## src/hw/rtl/tgcd_pkg.sv

```systemverilog
package tgcd_pkg;

    // Frame and arithmetic sizing
    localparam int unsigned MAX_ATOMS_PER_FRAME = 1048576;
    localparam int unsigned COORD_W = 32;
    localparam int unsigned CNT_W   = $clog2(MAX_ATOMS_PER_FRAME + 1);
    localparam int unsigned SUM_W   = COORD_W + $clog2(MAX_ATOMS_PER_FRAME);
    localparam int unsigned DIST_W  = 33;
    localparam int unsigned SQ_W    = 65;
    localparam int unsigned SSUM_W  = 66;
    localparam int unsigned ROOT_W  = 34;
    localparam int unsigned DCNT_W  = $clog2(SUM_W + 1);
    localparam int unsigned RCNT_W  = $clog2(ROOT_W + 1);

    // Register indexes of the configuration port
    localparam logic [1:0] REG_FIRST_TYPE  = 2'd0;
    localparam logic [1:0] REG_SECOND_TYPE = 2'd1;
    localparam logic [1:0] REG_FRAMES      = 2'd2;

    // Status codes
    localparam logic [1:0] ST_FIRST_EMPTY  = 2'b01;
    localparam logic [1:0] ST_SECOND_EMPTY = 2'b10;

    typedef struct packed {
        logic [7:0]  first_type;
        logic [7:0]  second_type;
        logic [31:0] frames_to_scan;
    } cfg_t;

    // One closed frame handed from the accumulator to the result engine
    typedef struct packed {
        logic [31:0]                frame_index;
        logic [5:0][SUM_W-1:0]      sums;
        logic [CNT_W-1:0]           first_cnt;
        logic [CNT_W-1:0]           second_cnt;
    } frame_rec_t;

    typedef struct packed {
        logic full;
        logic empty;
    } q_status_t;

    typedef enum logic [2:0] {
        BK_IDLE,
        BK_DIV,
        BK_DIFF,
        BK_SQ,
        BK_SUM1,
        BK_SUM2,
        BK_SQRT,
        BK_OUT
    } back_state_t;

endpackage

```

## src/hw/rtl/tgcd_queue.sv

```systemverilog
module tgcd_queue (
    input  logic                   clk,
    input  logic                   rst_n,
    input  logic                   push,
    input  tgcd_pkg::frame_rec_t   wr_rec,
    input  logic                   pop,
    output tgcd_pkg::frame_rec_t   rd_rec,
    output tgcd_pkg::q_status_t    status
);

    tgcd_pkg::frame_rec_t mem_reg [2];
    logic                 wr_ptr_reg, rd_ptr_reg;
    logic [1:0]           cnt_reg;

    assign rd_rec       = mem_reg[rd_ptr_reg];
    assign status.full  = (cnt_reg == 2'd2);
    assign status.empty = (cnt_reg == 2'd0);

    // Store closed frames
    always_ff @(posedge clk)
    begin
        if (push)
            mem_reg[wr_ptr_reg] <= wr_rec;
    end

    // Advance pointers and fill count
    always_ff @(posedge clk or negedge rst_n)
    begin
        if (!rst_n)
        begin
            wr_ptr_reg <= 1'b0;
            rd_ptr_reg <= 1'b0;
            cnt_reg    <= 2'd0;
        end
        else
        begin
            if (push)
                wr_ptr_reg <= ~wr_ptr_reg;
            if (pop)
                rd_ptr_reg <= ~rd_ptr_reg;
            if (push && !pop)
                cnt_reg <= cnt_reg + 2'd1;
            else if (pop && !push)
                cnt_reg <= cnt_reg - 2'd1;
        end
    end

endmodule

```

## config.mk

```make
export PLATFORM = sky130hd
export DESIGN_NAME = tgcd_queue
export DESIGN_NICKNAME = d
export VERILOG_FILES = /design/src/hw/rtl/tgcd_pkg.sv /design/src/hw/rtl/tgcd_queue.sv
export SDC_FILE = /design/constraint.sdc
export NUM_CORES = 1
export LEC_CHECK = 0
export CORE_AREA = 3 3 303 305
export CTS_BUF_LIST = sky130_fd_sc_hd__clkbuf_16
export CTS_CLUSTER_DIAMETER = 80
export DETAILED_ROUTE_END_ITERATION = 6
export DIE_AREA = 0 0 306 308
export DONT_BUFFER_PORTS = 1
export PLACE_DENSITY = 0.56
export SETUP_SLACK_MARGIN = 0.3
export SYNTH_ARGS = -nofsm -noshare
export SYNTH_HDL_FRONTEND = slang
export SYNTH_SLANG_ARGS = --single-unit
```

## constraint.sdc

```tcl
create_clock -name clk -period 17.3 [get_ports clk]
set_input_delay 4.325 -clock clk [delete_from_list [all_inputs] [get_ports clk]]
set_output_delay 4.325 -clock clk [all_outputs]
set_load 0.1 [all_outputs]
```

==> metrics.txt <==
drt pass-1 iters 4; Post-CTS Setup Bufs 0; area grow syn2layout 13.5%; DR DRC count 0; async set or reset register ratio after synthesis 0.515%; # clock sinks 776; CTS Buf Count 82; ranking of synthesized cells by area edfxtp_1 82%, mux2_2 15%, buf_6 1.5%, dfrtp_1 0.36%, xor2_1 0.12%; Fillers 8234; total number of vias 11500; die footprint 94200 sq um; M1 WL 18.0 mm; max FFs per register 772; antenna violations before repair 2; largest net degree at the start of global routing 84; clk_lat worst skew 0.64 ns; Global Route Usage Sum 12.1%; Met3 Wirelength 7.89 mm; Achievable Freq 0.110 GHz; Final Hold Fails 0; yosys warns 0; Setup crit end kind output pin; HPWL after DPL 42.7 mm; # resized after CTS 0; Die Ht 308 microns; Placer Congestion 0.773; Syn Inst Count 1217; top_reg_cell synth edfxtp_1; most frequent cell after synthesis edfxtp_1; Clock transition at path regs 0.06 ns; CTS Buffer Depth 3; IO Pins 778; core area 89600 sq um; critical path launch point type register; fin crit share 52.7%; Crit path top cell by count buf_4; Least-Margin Pin Slew 1.18 ns; remaining antenna violation count 0; CP max stage cell dfrtp_4; post-synth top area cell edfxtp_1; Worst Path Arrival 4.80 ns; Max-Cap Viols 0; setup ws final 8.18 ns; syn_area_per_cell 23.1 sq um; global-route wire length before repair 83.4 mm; Final #Nets 1665; WL final 59.9 mm; Fin Clk Skew 0.0195 ns; Commonest cells post-synth 772 x edfxtp_1, 386 x mux2_2, 38 x buf_6, 5 x buf_2; DP Worst Slack 8.78 ns; CTS root buf clkbuf_16; remaining global-route overflow 0; Setup-failing EPs final 0; cell area after layout 32000 sq um; WL/cell 23.8 microns; setup TNS 0 ns; Post-synth EDFFs 772; Syn Std Cell Area 28200 sq um; Post-Syn Nets 1608; Slew HR 21.2%; Crit Path Max Fanout 78; Setup CP Type reg2out; crit-path max cell delay 1.13 ns; HP Class reg2reg; CTS tree yes; H-tree Lvls 3; WHS Path Cells 1; R2R depth 5; outcome finished, final reports clean; Final min period 9.12 ns; Top Metal Used met4; post-synthesis sequential area ratio 82.7%; Yosys reg bits 776; Slew Viols, Final 0; # rows 110; share of the synthesized area in the top cell type 82.3%; met2 wire length 31.9 mm; 1st-iter DRT viols 590; ratio of cells with drive above 1 in the final layout 39.6%; RSZ-0062 raised after global routing no; Port Buffer Count 0; Critical Path RT 12.98 ns; chip width 306 microns; Initial Util 31.4%; Vias/cell 4.55; CTS Hold Buffers Added 0; critical-path cell list buf_4 -> buf_4 -> buf_4 -> mux2_2; synth unique cells 12; vias in the first global route 12100; placed inst area 29300 sq um
[logic make-up after synthesis]
kind of cell,count (synthesis),synth area share [%]
flip-flops,776,82.7
adder cells (fa/ha/maj),1,0.0444
buffers and inverters,44,1.62
multiplexers,386,15.4
AND/OR/NAND/NOR,5,0.0933
XOR/XNOR,5,0.155
[layer usage]
layer  vias to the layer above  global-route usage [%]
li1                       4983                       -
met1                      5809                    10.6
met2                       546                    22.0
met3                       115                    7.22
met4                         0                    5.64
met5                         -                       0
[critical path, delay by kind of cell (launching register included)]
| family | cells | cell delay [ns] |
|---|---|---|
| muxes | 1 | 0.65 |
| buffers and inverters | 3 | 2.19 |
| DFF | 1 | 1.13 |
[metrics by stage]
stage,hold slack [ns],util (%),std cells
finish,0.508,35.7,2518
detailed placement,0.496,32.7,2366
global placement,0.499,32.7,2366
floorplan,0.456,-,1217
CTS,0.508,35.7,2514
global route,0.537,35.7,2518
[worst paths after layout]
path,endpoint,start,slack (ns)
setup / recovery,rd_rec[327],rd_ptr_reg,8.18
hold / removal,cnt_reg[1],cnt_reg[1],0.51
setup reg to reg,mem_reg[0][137],wr_ptr_reg,12.94
hold reg to reg,cnt_reg[1],cnt_reg[1],0.51
max in group asynchronous,wr_ptr_reg,rst_n,13.84
min in group asynchronous,rd_ptr_reg,rst_n,3.38
[layout make-up]
cell class / count / area (sq um) / share of cell area [%]
flip-flops and latches: 776 / 23300 / 72.8
multi-input cells: 397 / 4440 / 13.9
clock buffers: 82 / 2050 / 6.42
well taps: 1176 / 1470 / 4.60
clock inverters: 66 / 587 / 1.84
repair buffers: 16 / 120 / 0.376
diodes: 4 / 10.0 / 0.0313
inverters: 1 / 3.75 / 0.0117
[layout by cell type, fill, tap and decap left out, types with 3 or more instances in the layout]
cell type,count
diode_2,4
inv_1,9
bufinv_16,5
dfrtp_1,3
buf_4,16
xor2_1,4
mux2_2,386
edfxtp_1,772
clkinv_16,3
clkinv_8,3
clkinv_2,16
clkbuf_16,82
clkinv_1,17
inv_6,3
clkinvlp_4,8
Power is left out: the tool's default activity adds up to more than one toggle a clock period on the data nets, which glitch-free logic cannot reach.
