$ cat config.mk
export PLATFORM = sky130hd
export DESIGN_NAME = tgcd_front
export DESIGN_NICKNAME = d
export VERILOG_FILES = /design/src/hw/rtl/tgcd_pkg.sv /design/src/hw/rtl/tgcd_front.sv
export SDC_FILE = /design/constraint.sdc
export NUM_CORES = 2
export LEC_CHECK = 0
export BUFFER_PORTS_ARGS = -buffer_cell sky130_fd_sc_hd__buf_2
export CORE_MARGIN = 2
export CORE_UTILIZATION = 45
export DETAILED_ROUTE_END_ITERATION = 12
export GPL_TIMING_DRIVEN = 0
export PLACE_DENSITY = 0.62
export RECOVER_POWER = 100
export SLEW_MARGIN = 10
export SYNTH_ARGS = -nofsm -noshare
export SYNTH_HDL_FRONTEND = slang
export SYNTH_SLANG_ARGS = --single-unit
$ cat constraint.sdc
create_clock -name clk -period 5.3 [get_ports clk]
set_input_delay 0.53 -clock clk [delete_from_list [all_inputs] [get_ports clk]]
set_output_delay 0.53 -clock clk [all_outputs]
set_load 0.03 [all_outputs]
$ cat src/hw/rtl/tgcd_pkg.sv
package tgcd_pkg;

    // Frame and arithmetic sizing
    localparam int unsigned MAX_ATOMS_PER_FRAME = 1048576;
    localparam int unsigned COORD_W = 32;
    localparam int unsigned CNT_W   = $clog2(MAX_ATOMS_PER_FRAME + 1);
    localparam int unsigned SUM_W   = COORD_W + $clog2(MAX_ATOMS_PER_FRAME);
    localparam int unsigned DIST_W  = 33;
    localparam int unsigned SQ_W    = 65;
    localparam int unsigned SSUM_W  = 66;
    localparam int unsigned ROOT_W  = 34;
    localparam int unsigned DCNT_W  = $clog2(SUM_W + 1);
    localparam int unsigned RCNT_W  = $clog2(ROOT_W + 1);

    // Register indexes of the configuration port
    localparam logic [1:0] REG_FIRST_TYPE  = 2'd0;
    localparam logic [1:0] REG_SECOND_TYPE = 2'd1;
    localparam logic [1:0] REG_FRAMES      = 2'd2;

    // Status codes
    localparam logic [1:0] ST_FIRST_EMPTY  = 2'b01;
    localparam logic [1:0] ST_SECOND_EMPTY = 2'b10;

    typedef struct packed {
        logic [7:0]  first_type;
        logic [7:0]  second_type;
        logic [31:0] frames_to_scan;
    } cfg_t;

    // One closed frame handed from the accumulator to the result engine
    typedef struct packed {
        logic [31:0]                frame_index;
        logic [5:0][SUM_W-1:0]      sums;
        logic [CNT_W-1:0]           first_cnt;
        logic [CNT_W-1:0]           second_cnt;
    } frame_rec_t;

    typedef struct packed {
        logic full;
        logic empty;
    } q_status_t;

    typedef enum logic [2:0] {
        BK_IDLE,
        BK_DIV,
        BK_DIFF,
        BK_SQ,
        BK_SUM1,
        BK_SUM2,
        BK_SQRT,
        BK_OUT
    } back_state_t;

endpackage

$ cat src/hw/rtl/tgcd_front.sv
module tgcd_front (
    input  logic                      clk,
    input  logic                      rst_n,
    input  tgcd_pkg::cfg_t            cfg,
    input  logic                      accept,
    input  logic [7:0]                atom_type,
    input  logic [31:0]               x_coord,
    input  logic [31:0]               y_coord,
    input  logic [31:0]               z_coord,
    input  logic                      last_in_frame,
    output logic                      push,
    output tgcd_pkg::frame_rec_t      rec
);

    localparam int unsigned SW = tgcd_pkg::SUM_W;
    localparam int unsigned CW = tgcd_pkg::CNT_W;

    logic [5:0][SW-1:0] sum_reg, sum_next;
    logic [CW-1:0]      cnt1_reg, cnt1_next, cnt2_reg, cnt2_next;
    logic [31:0]        frame_reg;
    logic               live;
    logic               take1, take2;
    logic [2:0][SW-1:0] pos;

    // Widen coordinates to sum width
    assign pos[0] = SW'(signed'(x_coord));
    assign pos[1] = SW'(signed'(y_coord));
    assign pos[2] = SW'(signed'(z_coord));

    assign live  = accept && (frame_reg < cfg.frames_to_scan);
    assign take1 = live && (atom_type == cfg.first_type)
                   && (cnt1_reg < CW'(tgcd_pkg::MAX_ATOMS_PER_FRAME));
    assign take2 = live && (atom_type != cfg.first_type)
                   && (atom_type == cfg.second_type)
                   && (cnt2_reg < CW'(tgcd_pkg::MAX_ATOMS_PER_FRAME));

    // Accumulate matching atoms
    always_comb
    begin
        sum_next  = sum_reg;
        cnt1_next = cnt1_reg;
        cnt2_next = cnt2_reg;
        for (int i = 0; i < 3; i++)
        begin
            if (take1)
                sum_next[i] = sum_reg[i] + pos[i];
            if (take2)
                sum_next[i+3] = sum_reg[i+3] + pos[i];
        end
        if (take1)
            cnt1_next = cnt1_reg + 1'b1;
        if (take2)
            cnt2_next = cnt2_reg + 1'b1;
    end

    assign push            = live && last_in_frame;
    assign rec.frame_index = frame_reg;
    assign rec.sums        = sum_next;
    assign rec.first_cnt   = cnt1_next;
    assign rec.second_cnt  = cnt2_next;

    // Hold sums, clear them when a frame closes
    always_ff @(posedge clk or negedge rst_n)
    begin
        if (!rst_n)
        begin
            sum_reg   <= '0;
            cnt1_reg  <= '0;
            cnt2_reg  <= '0;
            frame_reg <= '0;
        end
        else if (push)
        begin
            sum_reg   <= '0;
            cnt1_reg  <= '0;
            cnt2_reg  <= '0;
            frame_reg <= frame_reg + 1'b1;
        end
        else if (live)
        begin
            sum_reg  <= sum_next;
            cnt1_reg <= cnt1_next;
            cnt2_reg <= cnt2_next;
        end
    end

endmodule

==> key figures <==
Critical path
  – Kind of start point of the critical path: register
  – Buf+Inv Stages, Crit Path: 2
  – Required time of the critical path: 4.77 ns
  – Critical path's top delay family: compound AO/OA/AOI/OAI gates
  – Depth of the most critical reg-to-reg path: 9
  – Crit. End Element: primary output
  – Slowest library cell on the worst path: o21ai_0
  – Delay of the slowest cell on the worst path: 0.66 ns
  – Worst Path Arrival: 4.72 ns
  – Type of the worst setup path: reg -> out
  – Highest fanout seen on the critical path: 10
  – Crit path cell chain: ha_1 -> and4_1 -> a221o_1 -> a21oi_1 -> o221ai_2 -> a21oi_4 -> nand2_2 -> clkbuf_1 -> o21ai_0 -> buf_2
  – Count of cell instances traversed by the critical path: 10

Die
  – Initial core utilization: 45.6%
  – Row cnt: 103
  – Core region area: 79100 um2
  – Total I/O pin count: 543
  – Die area: 82400 um2
  – Vertical die dimension: ~290 um
  – X dimension of the die: roughly 290 um

Run
  – Number of max-cap violations: 2

Cells and area
  – Most common cell after layout, fill and taps aside: nand2_1
  – Largest register FFs: 312
  – Final net count: 5698
  – Most used cells in the layout excluding fill and tap cells: nand2_1 (735), o21ai_0 (565), dfrtp_1 (386)
  – Post-route cell area: 42300 um2
  – Post-synthesis to final-layout area growth: 17.2%
  – Fillers: 7901
  – Share of cells above drive strength 1: 11.3%
  – Utilization after layout: 53.4%

Place
  – Final weighted congestion in routability-driven placement: ~0.95
  – DP HPWL: approximately 110000 um
  – Port bufs: 542
  – Placed cell areas: ~40000 um2

Min path
  – Hold Crit Class: in -> reg
  – Hold Crit Depth: 5

GRT
  – Wire length of the first global-routing pass: 215000 um
  – Initial antenna violation count: 21
  – Pin count of the biggest net entering global routing: 102
  – Overall track demand over capacity in global routing: 34.0%
  – GRT overflow: 0
  – Via count of the first global-routing pass: 34476

Timing
  – Setup TNS after final layout: 0 ns
  – Maximum clock rate: 191 MHz
  – Worst Max-Slew Pin Slew: 3.92 ns
  – Worst slack on hold paths: roughly 0.37 ns
  – Hold violation total from the final report: 0
  – Fin crit period: about 5.2 ns
  – Max-slew violation count: 71
  – Portion of the clock cycle consumed by the worst path in the final layout: between 90 and 100%
  – Setup violators final: 0
  – Final setup skew: 0.0262 ns
  – Normalized max-slew margin: -162%

Detailed routing
  – Total via count in the routed design: ~38000
  – Per-cell via count in the routed design: 6.02
  – Initial detailed-routing violation count: 3035
  – Routed length per instance: between 20 and 25 um
  – Antenna Nets Post-Route: 0
  – Total Routed Length: 146000 um
  – Total iterations of the first detailed-routing run: 6
  – DRC violations left: 0

Synth
  – Dominant combinational cell family by area after synthesis: compound AO/OA/AOI/OAI gates
  – Yosys warning total: 0
  – Post-Synthesis Cell Area: between 30000 and 40000 um2
  – Share of synthesized flip-flops with an asynchronous set or reset: 100%
  – Number of nets produced by synthesis: 5080
  – Portion of netlist area occupied by mux cells: 0.208%
  – Compound-gate portion of the synthesized area: between 30% and 40%
  – Adder-Cell Fraction of Synth Area: 12.1%
  – Count of state elements after synthesis: between 300 and 400
  – Dominant synthesized flop cell: dfrtp_1
  – Post-Synth XOR/XNOR Area: 9.30%
  – Fraction of the mapped netlist area in simple logic gates: 16.8%
  – Distinct cells, synth: 85
  – Average cell area after synthesis: roughly 7.9 um2
  – Synthesized instance count: about 4600
  – EDFF count, synth: 0
  – Share of synthesized area occupied by flip-flops and latches: 26.8%

Pwr
  – Part of the power in combinational logic: 19.6%
  – Clock share of power: 44.1%
  – Int Pwr: 5.74 mW
  – NetSw: 2.78 mW
  – Fraction of power spent switching nets: 32.6%
  – P_leak: 21.1 nW
  – Worst IR drop on VDD: 0.000240 V
  – Total power: 8.53 mW
  – PD cells: about 200 nW/um2
  – Power share of the sequential group: 36.3%

Clocking
  – Worst skew pair latency: between 0.6 and 0.7 ns
  – Maximum clock insertion buffer count: 3
  – # clock sinks: 386
  – Number of buffers inserted during clock tree synthesis: 52
  – # H-tree levels: 2
  – Clock transition at the registers of the reported paths: 0.06 ns
  – CTS Root Cell: clkbuf_16
  – Clock tree from TritonCTS: built

Run status
  – Failing checks: max-capacitance violations, max-slew violations
  – Run status: complete, but fails checks
## cell families (layout without fill, tap and decap cells)
group | count (synthesis) | in the layout
AO/OA/AOI/OAI | 1769 | 1769
AND/OR/NAND/NOR | 1345 | 1345
flip-flops | 386 | 386
XOR/XNOR | 382 | 382
adder cells (fa/ha/maj) | 346 | 346
buffers and inverters | 343 | 999
multiplexers | 7 | 7
other | 0 | 13
## what timing repair did
item	in CTS	in global routing
cloned	0	0
resized for setup	94	55
hold buffers	1	0
pin swaps	2	13
hold endpoints to repair	60	0
setup buffers	5	12
setup endpoints to repair	278	181
## final cells by class
type | instances | area [um2] | area share, %
Clock buffer | 63 | 1380 | 3.27
Sequential cell | 386 | 9660 | 22.8
Antenna cell | 13 | 32.5 | 0.0770
Timing Repair Buffer | 567 | 2750 | 6.51
Clock inverter | 29 | 364 | 0.861
Inverter | 99 | 372 | 0.879
Buffer | 241 | 997 | 2.36
Multi-Input combinational cell | 3849 | 25400 | 60.1
Tap cell | 1050 | 1310 | 3.11
## Yosys cell counts, drive strengths merged (17+ instances only)
cell type,n,area share (%)
o21ai,613,8.5
a21boi,17,0.36
o31ai,41,0.87
a211oi,39,0.81
dfrtp,386,27
xnor2,227,5.5
a31oi,48,0.83
nor2,169,1.8
buf,26,0.28
o21bai,51,1.1
nand2,736,7.7
and2,21,0.36
nand2b,28,0.49
clkbuf,218,2.3
xor2,155,3.8
nor2b,43,0.75
nor3,50,0.71
a22o,170,4.1
o211ai,21,0.44
ha,340,12
nand4,65,1.1
a21oi,353,4.9
a21o,252,5.2
nand3,96,1.3
inv,98,1.0
and3,71,1.2
o21a,32,0.67
## tightest hold or removal path, cell delays in order
cell and delay [ns]:
buf_2 0.09, ha_1 0.12, nand2_1 0.04, nand2_1 0.07, a22o_1 0.12
## power by group through the flow
stage          clock, mW  combinational [mW]  sequential, mW
3_3_place_gp           0                1.61            3.14
3_5_place_dp           0                1.63            3.14
5_1_grt             3.91                1.82            3.10
2_1_floorplan          0                1.01            3.16
4_1_cts             3.80                1.65            3.09
6_report            3.76                1.67            3.09
## final timing paths
path | start | end | slack, ns
worst max-delay path | frame_reg[23] | rec[167] | 0.05
worst min-delay path | z_coord[0] | sum_reg[260] | 0.37
worst max register to register | frame_reg[28] | sum_reg[177] | 0.26
worst min register to register | sum_reg[184] | sum_reg[184] | 0.51
max in group asynchronous | rst_n | sum_reg[81] | 0.71
min in group asynchronous | rst_n | sum_reg[176] | 1.80
## metal layers
metal | global-route usage, % | vias to the layer above | routed length, um
li1 | - | 17974 | -
met1 | 47.2 | 18184 | 64300
met2 | 53.1 | 1497 | 64700
met3 | 5.82 | 230 | 12000
met4 | 11.8 | 6 | 5210
met5 | 0 | - | 46
## stage by stage
step,cells,setup WS [ns]
3_3_place_gp,6170,-4.86
5_1_grt,6295,-0.0184
3_5_place_dp,6177,-1.05
4_1_cts,6274,-0.0303
6_report,6297,0.0543
2_1_floorplan,4578,0.779
(Power assumes the default switching activity.)
