## config.mk

```make
export PLATFORM = sky130hd
export DESIGN_NAME = tgcd_back
export DESIGN_NICKNAME = d
export VERILOG_FILES = /design/src/hw/rtl/tgcd_pkg.sv /design/src/hw/rtl/tgcd_back.sv
export SDC_FILE = /design/constraint.sdc
export NUM_CORES = 2
export LEC_CHECK = 0
export ABC_CLOCK_PERIOD_IN_PS = 39500
export BUFFER_PORTS_ARGS = -buffer_cell sky130_fd_sc_hd__buf_2
export CELL_PAD_IN_SITES_DETAIL_PLACEMENT = 2
export CELL_PAD_IN_SITES_GLOBAL_PLACEMENT = 2
export CORE_MARGIN = 5
export CORE_UTILIZATION = 43
export CTS_BUF_LIST = sky130_fd_sc_hd__clkbuf_4
export DETAILED_ROUTE_END_ITERATION = 8
export PLACE_DENSITY = 0.82
export SYNTH_ARGS = -nofsm -noshare
export SYNTH_HDL_FRONTEND = slang
export SYNTH_SLANG_ARGS = --single-unit
```

## constraint.sdc

```tcl
create_clock -name clk -period 39.5 [get_ports clk]
set_input_delay 3.95 -clock clk [delete_from_list [all_inputs] [get_ports clk]]
set_output_delay 3.95 -clock clk [all_outputs]
set_load 0.1 [all_outputs]
```

## src/hw/rtl/tgcd_pkg.sv

```systemverilog
package tgcd_pkg;

    // Frame and arithmetic sizing
    localparam int unsigned MAX_ATOMS_PER_FRAME = 1048576;
    localparam int unsigned COORD_W = 32;
    localparam int unsigned CNT_W   = $clog2(MAX_ATOMS_PER_FRAME + 1);
    localparam int unsigned SUM_W   = COORD_W + $clog2(MAX_ATOMS_PER_FRAME);
    localparam int unsigned DIST_W  = 33;
    localparam int unsigned SQ_W    = 65;
    localparam int unsigned SSUM_W  = 66;
    localparam int unsigned ROOT_W  = 34;
    localparam int unsigned DCNT_W  = $clog2(SUM_W + 1);
    localparam int unsigned RCNT_W  = $clog2(ROOT_W + 1);

    // Register indexes of the configuration port
    localparam logic [1:0] REG_FIRST_TYPE  = 2'd0;
    localparam logic [1:0] REG_SECOND_TYPE = 2'd1;
    localparam logic [1:0] REG_FRAMES      = 2'd2;

    // Status codes
    localparam logic [1:0] ST_FIRST_EMPTY  = 2'b01;
    localparam logic [1:0] ST_SECOND_EMPTY = 2'b10;

    typedef struct packed {
        logic [7:0]  first_type;
        logic [7:0]  second_type;
        logic [31:0] frames_to_scan;
    } cfg_t;

    // One closed frame handed from the accumulator to the result engine
    typedef struct packed {
        logic [31:0]                frame_index;
        logic [5:0][SUM_W-1:0]      sums;
        logic [CNT_W-1:0]           first_cnt;
        logic [CNT_W-1:0]           second_cnt;
    } frame_rec_t;

    typedef struct packed {
        logic full;
        logic empty;
    } q_status_t;

    typedef enum logic [2:0] {
        BK_IDLE,
        BK_DIV,
        BK_DIFF,
        BK_SQ,
        BK_SUM1,
        BK_SUM2,
        BK_SQRT,
        BK_OUT
    } back_state_t;

endpackage

```

## src/hw/rtl/tgcd_back.sv

```systemverilog
module tgcd_back (
    input  logic                   clk,
    input  logic                   rst_n,
    input  tgcd_pkg::frame_rec_t   rec,
    input  tgcd_pkg::q_status_t    qs,
    output logic                   pop,
    output logic                   out_valid,
    input  logic                   out_ready,
    output logic [359:0]           out_data
);

    localparam int unsigned SW = tgcd_pkg::SUM_W;
    localparam int unsigned CW = tgcd_pkg::CNT_W;
    localparam int unsigned RW = tgcd_pkg::ROOT_W;

    tgcd_pkg::back_state_t state_reg, state_next;

    logic [2:0]                  k_reg, k_next;
    logic [tgcd_pkg::DCNT_W-1:0] bit_reg, bit_next;
    logic [CW-1:0]               rem_reg, rem_next;
    logic [SW-1:0]               quo_reg, quo_next;
    logic                        neg_reg, neg_next;
    logic [5:0][31:0]            cent_reg;
    logic [2:0][32:0]            mag_reg;
    logic [2:0][tgcd_pkg::SQ_W-1:0]   sq_reg;
    logic [3:0][tgcd_pkg::SSUM_W-1:0] ss_reg;
    logic [1:0]                  j_reg, j_next;
    logic [tgcd_pkg::RCNT_W-1:0] it_reg, it_next;
    logic [2*RW-1:0]             op_reg, op_next;
    logic [RW+2:0]               srem_reg, srem_next;
    logic [RW-1:0]               root_reg, root_next;
    logic [3:0][32:0]            dist_reg;
    logic                        ov_reg;
    logic [359:0]                od_reg;

    logic                        div_load, div_step, cent_we, diff_we, sq_we;
    logic                        sum1_we, sum2_we, rt_load, rt_step, dist_we, out_load;
    logic [CW-1:0]               div_cnt;
    logic [CW:0]                 dshift, dtrial;
    logic [31:0]                 cent_val;
    logic [RW+2:0]               rshift, rtrial;
    logic [1:0]                  st;

    // Pick the count for the current division
    always_comb
    begin
        div_cnt = (k_reg < 3'd3) ? rec.first_cnt : rec.second_cnt;
    end

    assign dshift = {rem_reg, quo_reg[SW-1]};
    assign dtrial = dshift - {1'b0, div_cnt};

    assign cent_val = (div_cnt == '0) ? 32'd0 :
                      (neg_reg ? (32'd0 - quo_reg[31:0]) : quo_reg[31:0]);

    assign rshift = {srem_reg[RW:0], op_reg[2*RW-1 -: 2]};
    assign rtrial = rshift - {1'b0, root_reg, 2'b01};

    assign st = ((rec.first_cnt == '0) ? tgcd_pkg::ST_FIRST_EMPTY : 2'b00)
              | ((rec.second_cnt == '0) ? tgcd_pkg::ST_SECOND_EMPTY : 2'b00);

    // Sequence the division, square, sum and root steps
    always_comb
    begin
        state_next = state_reg;
        k_next     = k_reg;
        j_next     = j_reg;
        div_load   = 1'b0;
        div_step   = 1'b0;
        cent_we    = 1'b0;
        diff_we    = 1'b0;
        sq_we      = 1'b0;
        sum1_we    = 1'b0;
        sum2_we    = 1'b0;
        rt_load    = 1'b0;
        rt_step    = 1'b0;
        dist_we    = 1'b0;
        out_load   = 1'b0;
        pop        = 1'b0;
        case (state_reg)
            tgcd_pkg::BK_IDLE:
            begin
                if (!qs.empty)
                begin
                    k_next     = 3'd0;
                    div_load   = 1'b1;
                    state_next = tgcd_pkg::BK_DIV;
                end
            end
            tgcd_pkg::BK_DIV:
            begin
                if (bit_reg != '0)
                    div_step = 1'b1;
                else
                begin
                    cent_we = 1'b1;
                    if (k_reg == 3'd5)
                        state_next = tgcd_pkg::BK_DIFF;
                    else
                    begin
                        k_next   = k_reg + 3'd1;
                        div_load = 1'b1;
                    end
                end
            end
            tgcd_pkg::BK_DIFF:
            begin
                diff_we    = 1'b1;
                k_next     = 3'd0;
                state_next = tgcd_pkg::BK_SQ;
            end
            tgcd_pkg::BK_SQ:
            begin
                sq_we = 1'b1;
                if (k_reg == 3'd2)
                    state_next = tgcd_pkg::BK_SUM1;
                else
                    k_next = k_reg + 3'd1;
            end
            tgcd_pkg::BK_SUM1:
            begin
                sum1_we    = 1'b1;
                state_next = tgcd_pkg::BK_SUM2;
            end
            tgcd_pkg::BK_SUM2:
            begin
                sum2_we    = 1'b1;
                j_next     = 2'd0;
                rt_load    = 1'b1;
                state_next = tgcd_pkg::BK_SQRT;
            end
            tgcd_pkg::BK_SQRT:
            begin
                if (it_reg != '0)
                    rt_step = 1'b1;
                else
                begin
                    dist_we = 1'b1;
                    if (j_reg == 2'd3)
                        state_next = tgcd_pkg::BK_OUT;
                    else
                    begin
                        j_next  = j_reg + 2'd1;
                        rt_load = 1'b1;
                    end
                end
            end
            tgcd_pkg::BK_OUT:
            begin
                if (!ov_reg || out_ready)
                begin
                    out_load   = 1'b1;
                    pop        = 1'b1;
                    state_next = tgcd_pkg::BK_IDLE;
                end
            end
            default:
                state_next = tgcd_pkg::BK_IDLE;
        endcase
    end

    // Divider and root datapath next values
    always_comb
    begin
        bit_next  = bit_reg;
        rem_next  = rem_reg;
        quo_next  = quo_reg;
        neg_next  = neg_reg;
        it_next   = it_reg;
        op_next   = op_reg;
        srem_next = srem_reg;
        root_next = root_reg;
        if (div_load)
        begin
            neg_next = rec.sums[k_next][SW-1];
            quo_next = rec.sums[k_next][SW-1] ? (SW'(0) - rec.sums[k_next])
                                               : rec.sums[k_next];
            rem_next = '0;
            bit_next = tgcd_pkg::DCNT_W'(SW);
        end
        else if (div_step)
        begin
            bit_next = bit_reg - 1'b1;
            if (!dtrial[CW])
            begin
                rem_next = dtrial[CW-1:0];
                quo_next = {quo_reg[SW-2:0], 1'b1};
            end
            else
            begin
                rem_next = dshift[CW-1:0];
                quo_next = {quo_reg[SW-2:0], 1'b0};
            end
        end
        if (rt_load)
        begin
            op_next   = (2*RW)'(sum2_we ? (ss_reg[1] + {1'b0, sq_reg[2]})
                                        : ss_reg[j_next]);
            srem_next = '0;
            root_next = '0;
            it_next   = tgcd_pkg::RCNT_W'(RW);
        end
        else if (rt_step)
        begin
            it_next = it_reg - 1'b1;
            op_next = {op_reg[2*RW-3:0], 2'b00};
            if (!rtrial[RW+2])
            begin
                srem_next = rtrial;
                root_next = {root_reg[RW-2:0], 1'b1};
            end
            else
            begin
                srem_next = rshift;
                root_next = {root_reg[RW-2:0], 1'b0};
            end
        end
    end

    // Hold the datapath registers
    always_ff @(posedge clk)
    begin
        bit_reg  <= bit_next;
        rem_reg  <= rem_next;
        quo_reg  <= quo_next;
        neg_reg  <= neg_next;
        it_reg   <= it_next;
        op_reg   <= op_next;
        srem_reg <= srem_next;
        root_reg <= root_next;
        if (cent_we)
            cent_reg[k_reg] <= cent_val;
        if (diff_we)
        begin
            for (int i = 0; i < 3; i++)
            begin
                logic [32:0] d;
                d = {cent_reg[i][31], cent_reg[i]} - {cent_reg[i+3][31], cent_reg[i+3]};
                mag_reg[i] <= d[32] ? (33'd0 - d) : d;
            end
        end
        if (sq_we)
            sq_reg[k_reg[1:0]] <= tgcd_pkg::SQ_W'(mag_reg[k_reg[1:0]] * mag_reg[k_reg[1:0]]);
        if (sum1_we)
        begin
            ss_reg[1] <= {1'b0, sq_reg[0]} + {1'b0, sq_reg[1]};
            ss_reg[2] <= {1'b0, sq_reg[0]} + {1'b0, sq_reg[2]};
            ss_reg[3] <= {1'b0, sq_reg[1]} + {1'b0, sq_reg[2]};
        end
        if (sum2_we)
            ss_reg[0] <= ss_reg[1] + {1'b0, sq_reg[2]};
        if (dist_we)
            dist_reg[j_reg] <= root_reg[32:0];
        if (out_load)
            od_reg <= {2'b00, st, dist_reg[3], dist_reg[2], dist_reg[1], dist_reg[0],
                       cent_reg[5], cent_reg[4], cent_reg[3],
                       cent_reg[2], cent_reg[1], cent_reg[0], rec.frame_index};
    end

    // Control state and output valid
    always_ff @(posedge clk or negedge rst_n)
    begin
        if (!rst_n)
        begin
            state_reg <= tgcd_pkg::BK_IDLE;
            k_reg     <= 3'd0;
            j_reg     <= 2'd0;
            ov_reg    <= 1'b0;
        end
        else
        begin
            state_reg <= state_next;
            k_reg     <= k_next;
            j_reg     <= j_next;
            if (out_load)
                ov_reg <= 1'b1;
            else if (out_ready)
                ov_reg <= 1'b0;
        end
    end

    assign out_valid = ov_reg;
    assign out_data  = od_reg;

endmodule
```

==> impl_metrics.toml <==
[status]
run_status = "finished with violations"
failed_checks = "max-capacitance violations"

[sta]
fin_crit_sh_pct = 34.63
hold_viol_final = 0
rsz0062_at_grt = "false"
slew_headroom_pct = 0.9382
max_freq_ghz = 0.07311
slew_viol_final = 0
timing.final.crit_period_ns = 13.68
tightest_slew_ns = 1.480
tns_ns = 0
setup_viol = 0
fin_worst_skew_ns = 0.3442

[cts]
numCtsBuffers = 422
cts.repair.resized = 0
cts_hold_buf = 0
cts_setup_buffers = 0
clock_tree.buffer_depth = 4
clk_pin_slew_worst_paths_ns = 0.07
root_buffer = "clkbuf_4"
cts_tree = "yes"
cts_num_sinks = 1469
cts-htree-levels = 5
clkLatencyLatePin_ns = 1.61

[final_layout]
largest_reg_flops = 358
fin_nets = 12980
final_cell_area_um2 = 120900
syn_to_final_growth_pct = 12.37
drive_gt1_share_pct = 14.82

[route]
first_pass_iters = 6
drt-wirelength-per-cell_um = 35.11
drcViolationCount = 0
postRouteAntennaNets = 0
num_vias = 92130
drtIter0Drc = 8396
vias_per_cell = 6.246
wl_um = 517800

[global_route]
antenna_found_initial = 88
grt_max_degree = 117
grt_pass1_vias = 104800
grt_util_all_layers_pct = 38.68
grt_overflow_total = 0
grt_pass1_wl_um = 740200

[power]
switching_share_pct = 25.74
p_seq_share_pct = 51.0
irDropWorstVdd_mv = 0.02530
clockPowerShare_pct = 47.4
comb_power_share_pct = 1.5
power_density_nw_per_um2 = 27.07
internal-power_w = 0.002432
net-switching-power_w = 0.0008428
total_leakage_power_nw = 52.57

[synthesis]
postSynthAreaPerCell_um2 = 10.69
syn_area_um2 = 107600
yosysUniqueCellTypes = 106
ys.flop_type = "edfxtp_1"
async_reset_ff_share_pct = 0.6127
ys_seq_elements = 1469
synthCells = 10070
synth_warnings = 0
synth_edf_count = 1358
ys_seq_area_share_pct = 39.99

[critical_path]
critPathKind = "flop to flop"
start_kind = "flop"
crit_path_max_incr_delay_ns = 1.13
end_kind = "flop"
path_common_cell = "fa_1"
slowest_stage = "o31ai_1"
arrival_ns = 14.77
r2r_cells = 33
crit_required_ns = 40.59
cp_max_fo = 38

[placement]
gp_congestion = 0.9547
io_buffers = 749
dpl.hpwl_um = 351100
place_area_um2 = 115600

[worst_hold_path]
min_path_cells = 0
hp-class = "flop to flop"

[floorplan]
die_area_um2 = 260400
boundaryPins = 753
rows = 183
chipHeight_um = 510.3
core_area_um2 = 248900
start_util_pct = 43.25
chipWidth_um = 510.3

[job]
maxCapViolCount = 2
## cell usage after synthesis, drive strengths merged (50+ instances only)
| library cell | instances | area share [%] |
|---|---|---|
| o21bai | 71 | 0.50 |
| a21o | 277 | 1.9 |
| a21oi | 554 | 2.6 |
| buf | 59 | 0.25 |
| and3 | 78 | 0.45 |
| and2 | 100 | 0.58 |
| o21a | 65 | 0.45 |
| ha | 684 | 8.0 |
| mux2i | 136 | 1.3 |
| nand3 | 149 | 0.70 |
| o211ai | 51 | 0.36 |
| a311oi | 75 | 0.61 |
| nand2b | 61 | 0.35 |
| nor2b | 71 | 0.41 |
| o22ai | 50 | 0.29 |
| o21ai | 457 | 2.1 |
| o31ai | 52 | 0.40 |
| nor2 | 668 | 2.3 |
| nand2 | 896 | 3.1 |
| nand4 | 67 | 0.41 |
| xor2 | 221 | 1.8 |
| nor3 | 96 | 0.46 |
| a21boi | 53 | 0.37 |
| xnor2 | 357 | 2.9 |
| a211oi | 158 | 1.1 |
| clkbuf | 280 | 0.98 |
| a31oi | 72 | 0.42 |
| inv | 1395 | 4.9 |
| fa | 866 | 16 |
| edfxtp | 1358 | 38 |
| dfxtp | 102 | 1.9 |
## worst paths after layout
check | from | endpoint | slack, ns
worst min-delay path | dist_reg[61] | out_data[285] | 0.33
min in group asynchronous | rst_n | j_reg[0] | 2.53
worst max-delay path | k_reg[0] | sq_reg[115] | 25.82
worst max register to register | k_reg[0] | sq_reg[115] | 25.82
worst min register to register | dist_reg[61] | out_data[285] | 0.33
max in group asynchronous | rst_n | k_reg[0] | 36.35
## cells by family (layout without fill, tap and decap cells)
| group | Yosys count | after routing | share of synthesized area, % |
|---|---|---|---|
| xor gates and xnor gates | 578 | 578 | 4.710 |
| and+or+nand+nor | 2370 | 2370 | 10.07 |
| DFF | 1469 | 1469 | 39.99 |
| adders and majority gates | 1550 | 1550 | 24.06 |
| other | 1 | 61 | 0.003484 |
| AOI/OAI and AO/OA | 2191 | 2191 | 13.34 |
| buffers and inverters | 1745 | 3033 | 6.137 |
| muxes | 168 | 168 | 1.687 |
## power groups by stage
stage	Clock [W]	Sequential, W	Combinational (W)
floorplan	0	0.00171	0.0000154
global placement	0	0.00171	0.0000485
detailed placement	0	0.00171	0.0000500
CTS	0.00156	0.00167	0.0000504
global route	0.00164	0.00167	0.0000529
finish	0.00155	0.00167	0.0000505
## critical path: cells and delay by family (launching register included)
| kind | cells | cell delay [ns] |
|---|---|---|
| fa+ha+maj | 9 | 4.85 |
| flops | 1 | 0.64 |
| simple gates | 7 | 2.05 |
| mux | 1 | 0.45 |
| buf+inv | 9 | 2.53 |
| xor+xnor | 1 | 0.84 |
| compound gates | 6 | 2.02 |
## layout by cell type (no fill, tap or decap), drive strengths merged, types with 72 or more instances in the layout
| master | netlist | routed |
|---|---|---|
| nor3 | 96 | 96 |
| a211oi | 158 | 158 |
| fa | 866 | 866 |
| buf | 59 | 885 |
| dfxtp | 102 | 102 |
| and3 | 78 | 78 |
| edfxtp | 1358 | 1358 |
| clkinv | 11 | 134 |
| nor2 | 668 | 668 |
| clkbuf | 280 | 607 |
| a21o | 277 | 277 |
| ha | 684 | 684 |
| and2 | 100 | 100 |
| inv | 1395 | 1399 |
| a21oi | 554 | 554 |
| nand2 | 896 | 896 |
| a311oi | 75 | 75 |
| a31oi | 72 | 72 |
| nand3 | 149 | 149 |
| o21ai | 457 | 457 |
| mux2i | 136 | 136 |
| xor2 | 221 | 221 |
| xnor2 | 357 | 357 |
## layer usage
layer,up-vias,GRT usage (%),routed length [um]
met1,46940,41.75,178300
met2,5638,66.76,253000
met4,50,28.43,46250
li1,37180,-,-
met3,2320,8.582,39900
met5,-,0,395
## layout make-up
cell class,count,area [um^2]
Timing Repair Buffer,885,4770
Sequential cell,1469,43050
Inverter,1406,5290
Fill cell,25480,127900
Tap cell,3330,4167
Clock inverter,135,693.2
Clock buffer,607,4557
Antenna cell,59,147.6
Multi-Input combinational cell,6859,58280
## stage by stage
stage	hold slack, ns	instances	setup WS, ns	util, %	total power [W]
finish	0.3282	14750	25.82	48.60	0.003275
global route	0.3510	14720	25.91	48.57	0.003361
CTS	0.3402	14690	26.41	48.54	0.003280
detailed placement	0.4057	13950	26.80	46.43	0.001756
global placement	0.4014	13950	27.10	46.43	0.001755
floorplan	0.4003	10070	15.50	-	0.001722
Note: power is estimated with default switching activity, not from simulation.
